$ cat config.mk
export PLATFORM = sky130hd
export DESIGN_NAME = mva_queue
export DESIGN_NICKNAME = d
export VERILOG_FILES = /design/src/rtl/mva_queue.sv
export SDC_FILE = /design/constraint.sdc
export NUM_CORES = 1
export LEC_CHECK = 0
export ABC_AREA = 1
export ABC_CLOCK_PERIOD_IN_PS = 3400
export BUFFER_PORTS_ARGS = -buffer_cell sky130_fd_sc_hd__buf_2
export CAP_MARGIN = 20
export CORE_AREA = 2 2 150 152
export DETAILED_ROUTE_END_ITERATION = 16
export DIE_AREA = 0 0 152 154
export GPL_ROUTABILITY_DRIVEN = 1
export GPL_TIMING_DRIVEN = 0
export HOLD_SLACK_MARGIN = 0.12
export SLEW_MARGIN = 25
export SYNTH_ARGS = -nofsm -noshare
export SYNTH_HDL_FRONTEND = slang
export SYNTH_SLANG_ARGS = --single-unit
$ cat constraint.sdc
create_clock -name clk -period 3.4 [get_ports clk]
set_input_delay 0.68 -clock clk [delete_from_list [all_inputs] [get_ports clk]]
set_output_delay 0.68 -clock clk [all_outputs]
set_load 0.005 [all_outputs]
$ cat src/rtl/mva_queue.sv
// Small FIFO between the product pipeline and the accumulator.
`default_nettype none
module mva_queue #(
	parameter int WIDTH = 52,
	parameter int DEPTH = 4
) (
	input  wire              clk,
	input  wire              arst_n,
	input  wire              wr,
	input  wire [WIDTH-1:0]  wdata,
	output logic             full,
	input  wire              rd,
	output logic [WIDTH-1:0] rdata,
	output logic             empty
);
	localparam int AW = (DEPTH > 1) ? $clog2(DEPTH) : 1;
	localparam int CW = $clog2(DEPTH + 1);

	logic [WIDTH-1:0] entry_q [DEPTH];
	logic [AW-1:0]    wptr_q, rptr_q;
	logic [CW-1:0]    count_q;
	logic             do_wr, do_rd;

	assign full  = (count_q == CW'(DEPTH));
	assign empty = (count_q == '0);
	assign do_wr = wr && !full;
	assign do_rd = rd && !empty;
	assign rdata = entry_q[rptr_q];

	always_ff @(posedge clk or negedge arst_n) begin
		if (!arst_n) begin
			wptr_q  <= '0;
			rptr_q  <= '0;
			count_q <= '0;
		end else begin
			if (do_wr) begin
				wptr_q <= wptr_q + 1'b1;
			end
			if (do_rd) begin
				rptr_q <= rptr_q + 1'b1;
			end
			if (do_wr && !do_rd) begin
				count_q <= count_q + 1'b1;
			end else if (do_rd && !do_wr) begin
				count_q <= count_q - 1'b1;
			end
		end
	end

	always_ff @(posedge clk) begin
		if (do_wr) begin
			entry_q[wptr_q] <= wdata;
		end
	end
endmodule
`default_nettype wire

# Word level (Yosys, flattened, before mapping)
# Memories as Yosys holds them, arrays and structs flattened.
# Index checks and enable logic that the tools add are counted.
[totals]
ff_bits = 7
mem_bits_rw = 208
in_bits = 56
out_inout_bits = 54
mem_count = 1
[mem_list]
columns = ["name", "depth", "word_bits", "rd", "rd_clocked_by_memory_dff", "wr", "line_no", "rtl"]
rows = [
  ["entry_q", 4, 52, 1, 0, 1, "19", "logic [WIDTH-1:0] entry_q [DEPTH];"],
]
[op_classes]
addsub = 4
n_eq_ne = 1
mux = 4
reduce_logical = 10
[op_table]
columns = ["operator", "count"]
rows = [
  ["3-bit 2-to-1 mux", 2],
  ["2-bit by 1-bit adder with 2-bit output (second input constant)", 2],
  ["1-bit logical AND", 4],
  ["1-bit logical NOT", 4],
  ["3-bit by 1-bit adder with 3-bit output (second input constant)", 1],
  ["3-bit equality test (second input constant)", 1],
  ["3-bit logical NOT", 1],
  ["3-bit by 1-bit subtractor with 3-bit output (second input constant)", 1],
  ["1-bit 2-to-1 mux", 2],
  ["2-bit nonzero test", 1],
]

# Longest topological paths before layout
[logic_depth]
ltp_word = 7
mapped_depth = 12
mapped_depth_nobuf = 12

# Worst setup path after synthesis
# No wires, ideal clock.
[synth_timing]
path_kind = "input to register"
startpoint = "input port wr"
endpoint = "memory entry_q[0][0] (enable)"
setup_ps = 462
t_arrival_ps = 3005
t_required_ps = 2938
slack_ps = -67
stages = 2
cell_sequence = "nand2_1 > nor2_1"
[synth_between]
elab_chain_len = 3
[synth_rtl]
columns = ["element", "line_no", "rtl"]
rows = [
  ["from (decl)", "9", "input wire wr,"],
  ["1-bit logical AND", "26", "assign do_wr = wr && !full;"],
  ["1-bit 2-to-1 mux", "51", "if (do_wr) begin"],
  ["1-bit 2-to-1 mux (implied by the code)", "52", "entry_q[wptr_q] <= wdata;"],
  ["to (decl)", "19", ""],
]
# No other way between the ends.

# Worst setup path in the final report
[layout_timing]
startpoint = "register rptr_q[1]"
endpoint = "output port rdata[11]"
[layout_between]
elab_chain_len = 1
[layout_rtl]
columns = ["element", "line_no", "rtl"]
rows = [
  ["from (decl)", "20", "logic [AW-1:0] wptr_q, rptr_q;"],
  ["from (signal assigned)", "40", "rptr_q <= rptr_q + 1'b1;"],
  ["memory 4 x 52 bit", "--", ""],
  ["to (decl)", "13", "output logic [WIDTH-1:0] rdata,"],
]
# No other way between the ends.

==> out/metrics.cfg <==
[status]
outcome=finished, final reports clean

[global_routing]
grt_pass1_vias=5085
grt_overflow_total=0
grt_usage=0.1556
grt_pass1_wl_um=28280
antenna_found_initial=2
grt_max_degree=21

[clock_tree]
cts_sinks=215
clk_pin_slew_ps=60
clockRootBuffer=clkbuf_16
htreeDepth=1
cts_resized=0
insertion_delay_ps=510
numCtsBuffers=23
clock_path_buffers=3
cts_tree=built

[power_and_ir_drop]
peakVddDrop_uv=467.9
power_density_nw_per_um2=875.0
leakagePower_nw=4.403

[synth]
synthTopCellsByArea=edfxtp_1 (71%), o211ai_1 (8.9%), nand2_1 (7.4%)
synth_top_area_frac=0.7122
yosysTopAreaCell=edfxtp_1
synth_nets=730
synth-seq-cells=215
syn_area_sq_um=8770
ys_types=15
yosysWarnings=0
synth_cells=668
avgSynthCellArea_sq_um=13.13
synth_seq_area_share=0.7322

[worst_setup_path]
worstPathCellList=buf_2 > inv_2 > buf_2 > o211ai_1 > nand2_1 > buf_2
cp_common_cell=buf_2
cp-startpoint=rptr_q[1]
r2r-start=count_q[1]
cp-start-kind=register
cp.required_ps=2720
cp-end-kind=output pin
cp_max_fo=10
cp_slowest_cell=dfrtp_1
cp_slowest_stage_delay_ps=350
cp.arrival_ps=1960
criticalPathCategory=reg2out

[placed_design]
port_buffers=109
hpwl_um=11970
routabilityCongestion=0.7758
placed_area_sq_um=9963

[cells_and_area]
design_area_sq_um=10730
area_delta_synth_final_pct=22.30
antenna_cells=0
multi_input_area_sq_um=1617
fillCellCount=1875
area.sequential_sq_um=6421
final_nets=875
drive_gt1_frac=0.2337

[timing]
setup_viol=0
slew_headroom=0.5227
finalMaxSlewViolations=0
fin_crit_sh=0.7761
rsz0062_at_grt=false
period_minus_slack_ps=2639
clock_skew_ps=9.946
timing_hold_violations_final=0
worstMarginPinSlew_ps=714.2
max_freq_ghz=0.3790
hold_ws_ps=387.8

[routing]
wirelength_um=18700
drc=0
wl_per_cell_um=16.85
drtAntennaViolNets=0
vias_per_cell=4.747
num_vias=5269
initialDrtViolationCount=298
drt-pass1-iter-count=4

[worst_hold_path]
min-delay-start=wdata[39]
hold_class=in2reg

[die]
die-height_um=154
dieArea_sq_um=23410
start_util=0.4043
core_sq_um=21690
fp.dieW_um=152
rows=54
num_io_pins=110

[job]
maxCapViolations=0

==> cells in the final DEF (no fill, tap or decap) <==
cell | Yosys | routed
nand3_1 | 7 | 7
dlygate4sd3_1 | 0 | 1
fa_1 | 1 | 1
clkinv_4 | 0 | 1
o21ai_0 | 1 | 1
edfxtp_1 | 208 | 208
clkinv_2 | 0 | 4
inv_6 | 0 | 1
nand4_1 | 1 | 1
dfrtp_1 | 7 | 7
o211ai_1 | 104 | 104
inv_2 | 2 | 2
ha_1 | 5 | 5
clkbuf_16 | 0 | 23
nand2_1 | 174 | 174
nor2_4 | 0 | 4
xnor2_1 | 1 | 1
buf_6 | 22 | 22
clkinvlp_4 | 0 | 3
bufinv_16 | 0 | 3
buf_12 | 0 | 1
buf_2 | 12 | 121
buf_16 | 0 | 9
clkbuf_1 | 0 | 3
clkinv_1 | 0 | 4
inv_1 | 119 | 119
==> timing repair <==
| action | 4_1_cts | 5_1_grt |
|---|---|---|
| setup buffers | 0 | 0 |
| hold buffers | 1 | 0 |
| endpoints found under the hold margin | 7 | 0 |
==> layout make-up <==
class | instances | share of cell area
Timing Repair Buffer | 120 | 0.07676
Clock buffer | 26 | 0.05471
Sequential cell | 215 | 0.5987
Clock inverter | 16 | 0.01540
Inverter | 121 | 0.04235
Tap cell | 280 | 0.03266
Buffer | 34 | 0.02870
Multi-Input combinational cell | 298 | 0.1507
==> flip-flops by register name, indices dropped and copies added (netlist names) <==
| register | flops |
|---|---|
| count_q | 3 |
| entry_q | 208 |
| rptr_q | 2 |
| wptr_q | 2 |
==> per-stage QoR <==
step / std cells / setup TNS, ps / worst slack (ps) / utilization / total power [mW]
floorplan: 668 / -14000 / -67.30 / - / 5.575
global placement: 1057 / -437170 / -2146 / 0.4457 / 6.865
detailed placement: 1067 / 0 / 1072 / 0.4594 / 7.064
CTS: 1110 / 0 / 712.9 / 0.4945 / 9.548
global route: 1110 / 0 / 643.4 / 0.4945 / 9.969
finish: 1110 / 0 / 761.3 / 0.4945 / 9.385
==> path summary, 6_finish.rpt <==
kind | endpoint | slack, ps | depth (start not counted)
max | rdata[11] | 760 | 6
min | entry_q[0][39] | 390 | 1
max reg2reg | count_q[1] | 1260 | 9
min reg2reg | count_q[2] | 500 | 2
max in group asynchronous | wptr_q[1] | 2690 | 2
min in group asynchronous | count_q[1] | 540 | 2
==> layer usage <==
metal	vias up	global-route usage	routed length, um
li1	2608	-	-
met1	2514	0.1957	8096
met2	115	0.2780	9392
met3	28	0.03044	841
met4	4	0.03738	345
met5	-	0	24
==> report_power, final <==
| group | switching, mW | internal, mW |
|---|---|---|
| registers | 0.122 | 3.48 |
| clock network | 0.995 | 1.47 |
| logic | 2.01 | 1.31 |
| total | 3.12 | 6.26 |
==> kinds of logic after synthesis <==
group	synth area share
flip-flops	0.7322
AND/OR/NAND/NOR	0.08090
XOR/XNOR	0.0009989
adder cells (fa/ha/maj)	0.009417
AO/OA/AOI/OAI	0.08960
buffers and inverters	0.08689
==> cell usage after synthesis <==
| cell | count |
|---|---|
| buf_2 | 12 |
| buf_6 | 22 |
| dfrtp_1 | 7 |
| edfxtp_1 | 208 |
| fa_1 | 1 |
| ha_1 | 5 |
| inv_1 | 119 |
| inv_2 | 2 |
| nand2_1 | 174 |
| nand3_1 | 7 |
| nand4_1 | 1 |
| nor2_1 | 4 |
| o211ai_1 | 104 |
| o21ai_0 | 1 |
| xnor2_1 | 1 |
==> critical path, delay by kind of cell, from the launching register on <==
kind                   cells  cell delay [ps]
buffers and inverters      4              830
DFF                        1              350
AOI/OAI and AO/OA          1              150
and+or+nand+nor            1              110
Note: power is estimated with default switching activity, not from simulation.
