==> src/rtl/mva_pkg.sv <==
// Shared constants for the mesh volume accumulator.
`default_nettype none
package mva_pkg;
	localparam int ACC_BITS = 64;              // running sum width, signed
	localparam int VOL_BITS = ACC_BITS - 1;    // volume result width
	localparam int DIV_BITS_PER_CYCLE = 8;     // quotient bits per divide cycle
	localparam int DIV_CYCLES = ACC_BITS / DIV_BITS_PER_CYCLE;
	localparam int QUEUE_DEPTH = 4;            // power of two
	localparam int DIV_DIVISOR = 3;            // |sum|/6 done as (|sum|>>1)/3
endpackage
`default_nettype wire

==> src/rtl/mva_back.sv <==
// Back end: saturating accumulator, divide by six and result register.
`default_nettype none
module mva_back #(
	parameter int TW = 51
) (
	input  wire                          clk,
	input  wire                          arst_n,
	input  wire logic signed [TW-1:0]    q_prod,
	input  wire                          q_last,
	input  wire                          q_empty,
	output logic                         q_pop,
	output logic [mva_pkg::VOL_BITS-1:0] volume,
	output logic                         overflowed,
	output logic                         empty,
	input  wire                          pop
);
	import mva_pkg::*;

	localparam int SW = ACC_BITS + 1;
	localparam int NW = $clog2(DIV_CYCLES);
	localparam logic [1:0] ST_IDLE = 2'd0;
	localparam logic [1:0] ST_RUN  = 2'd1;
	localparam logic [1:0] ST_DONE = 2'd2;
	localparam logic signed [ACC_BITS-1:0] SUM_MAX = {1'b0, {(ACC_BITS-1){1'b1}}};
	localparam logic signed [ACC_BITS-1:0] SUM_MIN = {1'b1, {(ACC_BITS-1){1'b0}}};

	logic signed [ACC_BITS-1:0] acc_q;
	logic                       sat_q;
	logic [1:0]                 state_q;
	logic [NW-1:0]              step_q;
	logic [ACC_BITS-1:0]        div_q;
	logic [1:0]                 rem_q;
	logic                       div_ovf_q;
	logic                       out_valid_q;
	logic [VOL_BITS-1:0]        vol_q;
	logic                       ovf_q;

	logic signed [SW-1:0]       wide_sum;
	logic                       add_ovf;
	logic signed [ACC_BITS-1:0] new_sum;
	logic [ACC_BITS-1:0]        mag;
	logic [DIV_BITS_PER_CYCLE-1:0] qbits;
	logic [1:0]                 rem_next;
	logic                       hand_off;

	assign wide_sum = $signed({acc_q[ACC_BITS-1], acc_q})
	                + $signed({{(SW-TW){q_prod[TW-1]}}, q_prod});
	assign add_ovf  = wide_sum[SW-1] != wide_sum[SW-2];
	assign new_sum  = !add_ovf ? wide_sum[ACC_BITS-1:0] :
	                  (wide_sum[SW-1] ? SUM_MIN : SUM_MAX);
	assign mag      = new_sum[ACC_BITS-1] ? (~new_sum + 1'b1) : new_sum;

	// a mesh end waits while the divider is occupied
	assign q_pop    = !q_empty && (!q_last || state_q == ST_IDLE);
	assign hand_off = (state_q == ST_DONE) && (!out_valid_q || pop);

	// long division by three, MSB first, a byte of quotient per cycle
	always_comb begin
		logic [2:0] r;
		r = {1'b0, rem_q};
		for (int i = 0; i < DIV_BITS_PER_CYCLE; i++) begin
			r = {r[1:0], div_q[ACC_BITS-1-i]};
			qbits[DIV_BITS_PER_CYCLE-1-i] = (r >= 3'(DIV_DIVISOR));
			if (r >= 3'(DIV_DIVISOR)) begin
				r = r - 3'(DIV_DIVISOR);
			end
		end
		rem_next = r[1:0];
	end

	always_ff @(posedge clk or negedge arst_n) begin
		if (!arst_n) begin
			acc_q       <= '0;
			sat_q       <= 1'b0;
			state_q     <= ST_IDLE;
			step_q      <= '0;
			out_valid_q <= 1'b0;
		end else begin
			if (q_pop) begin
				if (q_last) begin
					acc_q <= '0;
					sat_q <= 1'b0;
				end else begin
					acc_q <= new_sum;
					sat_q <= sat_q || add_ovf;
				end
			end
			case (state_q)
				ST_IDLE: begin
					if (q_pop && q_last) begin
						state_q <= ST_RUN;
						step_q  <= '0;
					end
				end
				ST_RUN: begin
					step_q <= step_q + 1'b1;
					if (step_q == NW'(DIV_CYCLES - 1)) begin
						state_q <= ST_DONE;
					end
				end
				ST_DONE: begin
					if (hand_off) begin
						state_q <= ST_IDLE;
					end
				end
				default: begin
					state_q <= ST_IDLE;
				end
			endcase
			if (hand_off) begin
				out_valid_q <= 1'b1;
			end else if (pop) begin
				out_valid_q <= 1'b0;
			end
		end
	end

	always_ff @(posedge clk) begin
		if (state_q == ST_IDLE && q_pop && q_last) begin
			div_q     <= {1'b0, mag[ACC_BITS-1:1]};
			rem_q     <= '0;
			div_ovf_q <= sat_q || add_ovf;
		end else if (state_q == ST_RUN) begin
			div_q <= {div_q[ACC_BITS-DIV_BITS_PER_CYCLE-1:0], qbits};
			rem_q <= rem_next;
		end
		if (hand_off) begin
			vol_q <= div_q[VOL_BITS-1:0];
			ovf_q <= div_ovf_q;
		end
	end

	assign volume     = vol_q;
	assign overflowed = ovf_q;
	assign empty      = !out_valid_q;
endmodule
`default_nettype wire
==> config.mk <==
export PLATFORM = sky130hd
export DESIGN_NAME = mva_back
export DESIGN_NICKNAME = d
export VERILOG_FILES = /design/src/rtl/mva_pkg.sv /design/src/rtl/mva_back.sv
export SDC_FILE = /design/constraint.sdc
export NUM_CORES = 1
export LEC_CHECK = 0
export BUFFER_PORTS_ARGS = -buffer_cell sky130_fd_sc_hd__clkbuf_2
export CAP_MARGIN = 5
export CORE_MARGIN = 4
export CORE_UTILIZATION = 35
export DETAILED_ROUTE_END_ITERATION = 8
export PLACE_DENSITY_LB_ADDON = 0.2
export SYNTH_ARGS = -nofsm -noshare
export SYNTH_HDL_FRONTEND = slang
export SYNTH_SLANG_ARGS = --single-unit
==> constraint.sdc <==
create_clock -name clk -period 6.6 [get_ports clk]
set_input_delay 0.99 -clock clk [delete_from_list [all_inputs] [get_ports clk]]
set_output_delay 0.99 -clock clk [all_outputs]
set_load 0.03 [all_outputs]
; After elaboration in Yosys (flattened, before gate mapping)
; Cells that the tools add are included.
[totals]
input_bits = 56
out_inout_bits = 66
reg_bits = 202
ram_bits = 0
latch_bits = 0
memories = 0
rom_bits = 0
[classes]
eq_ne = 7
magnitude_cmp = 8
muxes = 23
add_sub_neg = 11
shifts = 0
reduce_logical = 17
n_mul = 0
bitwise_logic = 1
div = 0
[ops]
columns = cell, n
row1 = 2-to-1 mux 64 bit, 4
row2 = 2-to-1 mux 63 bit, 2
row3 = adder 64 x 51 -> 65 bit, 1
row4 = adder 64 x 1 -> 64 bit (second input constant), 1
row5 = inverter 64 bit, 1
row6 = >= comparator 3 x 2 -> 1 bit (second input constant), 8
row7 = 2-to-1 mux 2 bit, 11
row8 = subtractor 2 bit (second input constant), 8
row9 = one-hot mux 2 bit (3 select lines), 1
row10 = one-hot mux 3 bit (2 select lines), 1
row11 = nonzero test 2 bit, 3
row12 = logical AND 1 bit, 5
row13 = != test 2 bit (second input constant), 2
row14 = adder 3 x 1 -> 3 bit (second input constant), 1
row15 = == test 3 bit (second input constant), 1
row16 = logical NOT 1 bit, 3
row17 = logical OR 1 bit, 3
row18 = 2-to-1 mux 1 bit, 3
row19 = 2-to-1 mux 3 bit, 1
row20 = AND reduction 3 bit, 1
row21 = == test 2 x 1 -> 1 bit (second input constant), 1
row22 = == test 2 bit (second input constant), 1
row23 = logical NOT 2 bit, 1
row24 = != test 2 x 1 -> 1 bit (second input constant), 1
row25 = other kinds (2), 2

; Depth between registers and ports, before layout
[depth]
ltp_word = 17
depth_mapped = 32

; Least setup slack after synthesis
; OpenSTA, ideal clock, no wires.
[synth_timing]
path_type = input to register
start = input q_prod[24]
end = register div_q[61], data pin
cell_stages = 21
t_arrival_ns = 5.562
slack_ns = 0.772
path_cell_list = ha_1 -> buf_2 -> nand2_1 -> nor3_2 -> nand4_1 -> and4_1 -> o211a_2 -> o41a_1 -> buf_4 -> mux2_4 -> buf_6 -> clkbuf_1 -> clkbuf_1 -> o21ai_0 -> ha_1 -> inv_1 -> a311oi_1 -> o21ai_1 -> o41ai_1 -> xor2_1 -> o21ai_1
[synth_between]
elab_chain_len = 7
word_cells_on_any_way = 8
cone_classes = add/sub (2) / eq/ne (1) / mux (4) / bitwise (1)
[synth_lines]
columns = element, line_no
row1 = from (decl), mva_back.sv:8  ; input wire logic signed [TW-1:0] q_prod,
row2 = adder 64 x 51 -> 65 bit (*), mva_back.sv:47  ; + $signed({{(SW-TW){q_prod[TW-1]}}, q_prod});
row3 = 2-to-1 mux 64 bit / != test 1 bit (equally long branches), "mva_back.sv:50, mva_back.sv:48"
row4 = 2-to-1 mux 64 bit (*), mva_back.sv:49  ; assign new_sum = !add_ovf ? wide_sum[ACC_BITS-1:0] :
row5 = inverter 64 bit, mva_back.sv:51  ; assign mag = new_sum[ACC_BITS-1] ? (~new_sum + 1'b1) : new_sum;
row6 = adder 64 x 1 -> 64 bit, mva_back.sv:51
row7 = 2-to-1 mux 64 bit (*), mva_back.sv:51
row8 = 2-to-1 mux 63 bit (*), mva_back.sv:119  ; if (state_q == ST_IDLE && q_pop && q_last) begin
row9 = to (signal assigned), mva_back.sv:120  ; div_q <= {1'b0, mag[ACC_BITS-1:1]};
row10 = to (signal assigned), mva_back.sv:124  ; div_q <= {div_q[ACC_BITS-DIV_BITS_PER_CYCLE-1:0], qbits};
row11 = to (decl), mva_back.sv:31  ; logic [ACC_BITS-1:0] div_q;
; Every way passes the cells marked *; elsewhere a longest branch is shown, timed or not.
; A chain may end at the register's enable or synchronous reset.

; Worst setup path in the final report
[layout_timing]
start = register div_q[63]
end = register rem_q[0]
[layout_between]
elab_chain_len = 16
word_cells_on_any_way = 23
cone_classes = add/sub (7) / order compare (8) / mux (8)
[layout_lines]
columns = element, line_no
row1 = >= comparator 3 x 2 -> 1 bit / subtractor 2 bit (equally long branches), "mva_back.sv:64, mva_back.sv:65"
row2 = 2-to-1 mux 2 bit (*), mva_back.sv:64  ; if (r >= 3'(DIV_DIVISOR)) begin
row3 = >= comparator 3 x 2 -> 1 bit / subtractor 2 bit (equally long branches), "mva_back.sv:64, mva_back.sv:65"
row4 = 2-to-1 mux 2 bit (*), mva_back.sv:64
row5 = >= comparator 3 x 2 -> 1 bit / subtractor 2 bit (equally long branches), "mva_back.sv:64, mva_back.sv:65"
row6 = 2-to-1 mux 2 bit (*), mva_back.sv:64
row7 = >= comparator 3 x 2 -> 1 bit / subtractor 2 bit (equally long branches), "mva_back.sv:64, mva_back.sv:65"
row8 = 2-to-1 mux 2 bit (*), mva_back.sv:64
row9 = >= comparator 3 x 2 -> 1 bit / subtractor 2 bit (equally long branches), "mva_back.sv:64, mva_back.sv:65"
row10 = 2-to-1 mux 2 bit (*), mva_back.sv:64
row11 = >= comparator 3 x 2 -> 1 bit / subtractor 2 bit (equally long branches), "mva_back.sv:64, mva_back.sv:65"
row12 = 2-to-1 mux 2 bit (*), mva_back.sv:64
row13 = >= comparator 3 x 2 -> 1 bit / subtractor 2 bit (equally long branches), "mva_back.sv:64, mva_back.sv:65"
row14 = 2-to-1 mux 2 bit (*), mva_back.sv:64
row15 = >= comparator 3 x 2 -> 1 bit (*), mva_back.sv:64
row16 = 2-to-1 mux 2 bit (*), mva_back.sv:64
row17 = to (signal assigned), mva_back.sv:125  ; rem_q <= rem_next;
row18 = to (decl), mva_back.sv:32  ; logic [1:0] rem_q;
; Marked as above.

==> out/results.tsv <==
metric	value	unit
finalSetupTns	0	ns
ys_async_sr_fraction	35.1	%
syn-num-nets	1990	
yosysTopAreaCell	edfxtp_1	
fin_crit	6.06	ns
grt_max_degree	98	
fp.coreArea	0.0443	mm2
antenna_left	0	
slowest_delay	0.37	ns
die_w	220	um
dieArea	0.0484	mm2
setup_viol	0	
first_global_vias	14614	
setup_ws	0.544	ns
max_freq	165	MHz
hold_viol	0	
crit_type	reg2reg	
drv_cap	0	
post_drt_via_cell_ratio	5.96	
synth_top_area_share	24.4	%
cts_buffers	26	
h-tree-depth	1	
report.final.slew_viol_count	0	
cts_tree	yes	
cp_max_fo	7	
finClkSkew	0.0521	ns
hp-class	in2async	
avgSynthCellArea	8.47	um2
crit_family	compound AO/OA/AOI/OAI gates	
n_antenna_cell	0	
rows	77	
synthFlopType	edfxtp_1	
via_count	15429	
post-route-period-util	91.8	%
ctsHoldBuffers	0	
synthesis.area	0.0157	mm2
dp_slack	0.268	ns
initial_utilization	35.5	%
drt_pass1_iterations	7	
wl_per_cell	23.5	um
worst_path_most_repeated_cell	ha_1	
route.detailed.drc	0	
cts_sinks	202	
clk_latency	0.58	ns
initialDrtViolationCount	1427	
max_slew_margin	33.2	%
netlist_top_cells_area	edfxtp_1 24%, dfrtp_1 11%, o21ai_0 6.3%	
yosysWarnings	0	
cp_num_buf_inv	2	
whs	0.361	ns
outcome	completed	
critPathSlowestCell	dfxtp_1	
ys_seq_area_share	36.1	%
cts-root-buf	clkbuf_16	
die_y	220	um
place.gp.congestion	0.954	
syn_to_final_growth	15.6	%
clk_pin_slew_worst_paths	0.07	ns
drt-total-wl	60900	um
start_kind	flip-flop	
antenna_found_initial	0	
required	7.03	ns
numPortBuffers	121	
synth_edf_count	128	
clockBufferDepth	3	
final_nets	2107	
grt_pass1_wl	91400	um
drive_gt1_share	14.4	%
grt_overflow_total	0	
n_fill_cell	4554	
dp.final_hpwl	47600	um
end_kind	flip-flop	
yosysUniqueCellTypes	99	
syn-instance-count	1858	
io_pins	122	
grtUsageTotal	24.4	%
worst_pin_slew	1.00	ns
ys_ff_latch	202	
arrival	6.49	ns
==> through the flow <==
stage / instances / cell area (um2) / utilization [%]
detailed placement: 2539 / 17300 / 38.9
finish: 2587 / 18200 / 41.1
global route: 2587 / 18200 / 41.1
CTS: 2587 / 18200 / 41.0
floorplan: 1858 / 15700 / -
global placement: 2539 / 17300 / 38.9
==> worst paths after layout <==
kind | startpoint | endpoint | slack [ns] | depth (start not counted)
max | div_q[63] | rem_q[0] | 0.54 | 31
max in group asynchronous | arst_n | state_q[1] | 5.17 | 2
min reg2reg | div_ovf_q | overflowed | 0.43 | 0
min | arst_n | acc_q[37] | 0.36 | 1
min in group clk | div_ovf_q | overflowed | 0.43 | 0
max reg2reg | div_q[63] | rem_q[0] | 0.54 | 31
==> registers in the layout (all words and copies together), names as in the netlist <==
signal       cells
acc_q           64
div_ovf_q        1
div_q           64
out_valid_q      1
overflowed       1
rem_q            2
sat_q            1
state_q          2
step_q           3
volume          63
==> synthesized netlist by cell type (all sizes together) (32+ instances only) <==
library cell	n
a21o	35
nand2	252
clkbuf	80
nor2	135
nand4	34
a21oi	159
a31oi	32
ha	75
o21ai	235
nand3	39
xor2	51
edfxtp	128
o211ai	34
xnor2	47
nor3	37
dfrtp	71
==> logic make-up after synthesis <==
group,Yosys count,synth area share [%]
AO/OA/AOI/OAI,700,28.5
XOR/XNOR,98,5.55
adder cells (fa/ha/maj),77,6.15
buffers and inverters,134,3.47
flip-flops,202,36.1
multiplexers,15,1.03
AND/OR/NAND/NOR,632,19.2
==> layer usage <==
| layer | up-vias | GRT usage, % | part of all wire [%] |
|---|---|---|---|
| li1 | 7276 | - | - |
| met1 | 7464 | 36.0 | 46 |
| met2 | 600 | 38.1 | 44 |
| met3 | 89 | 3.47 | 7.2 |
| met4 | 0 | 5.38 | 2.3 |
| met5 | - | 0 | 0 |
==> what timing repair did <==
action	in CTS	in global routing
gates resized for setup	0	8
setup endpoints to repair	0	3
buffers inserted	0	0
==> final cells by class <==
| class | count | area [um2] | area share [%] |
|---|---|---|---|
| multi-input combinational | 1522 | 9600 | 52.8 |
| sequential | 202 | 5680 | 31.2 |
| timing repair buffer | 197 | 1180 | 6.48 |
| tap | 592 | 741 | 4.07 |
| clock buffer | 30 | 666 | 3.66 |
| clock inverter | 18 | 234 | 1.29 |
| inverter | 26 | 97.6 | 0.536 |
==> cell usage in the layout (no fill, tap or decap), types with 21 or more instances in the layout <==
cell type and instances:
a211oi_1 21, a21o_1 35, a21oi_1 153, a31oi_1 31, buf_4 77, clkbuf_16 26
clkbuf_2 120, dfrtp_1 71, edfxtp_1 128, ha_1 75, inv_1 25, nand2_1 250
nand3_1 39, nand4_1 32, nor2_1 132, nor3_1 35, o211ai_1 34, o21ai_0 197
o21ai_1 36, xnor2_1 45, xor2_1 51
Power is not shown: default switching activity piles up to over one toggle a cycle in this logic, so the estimate is an artifact.
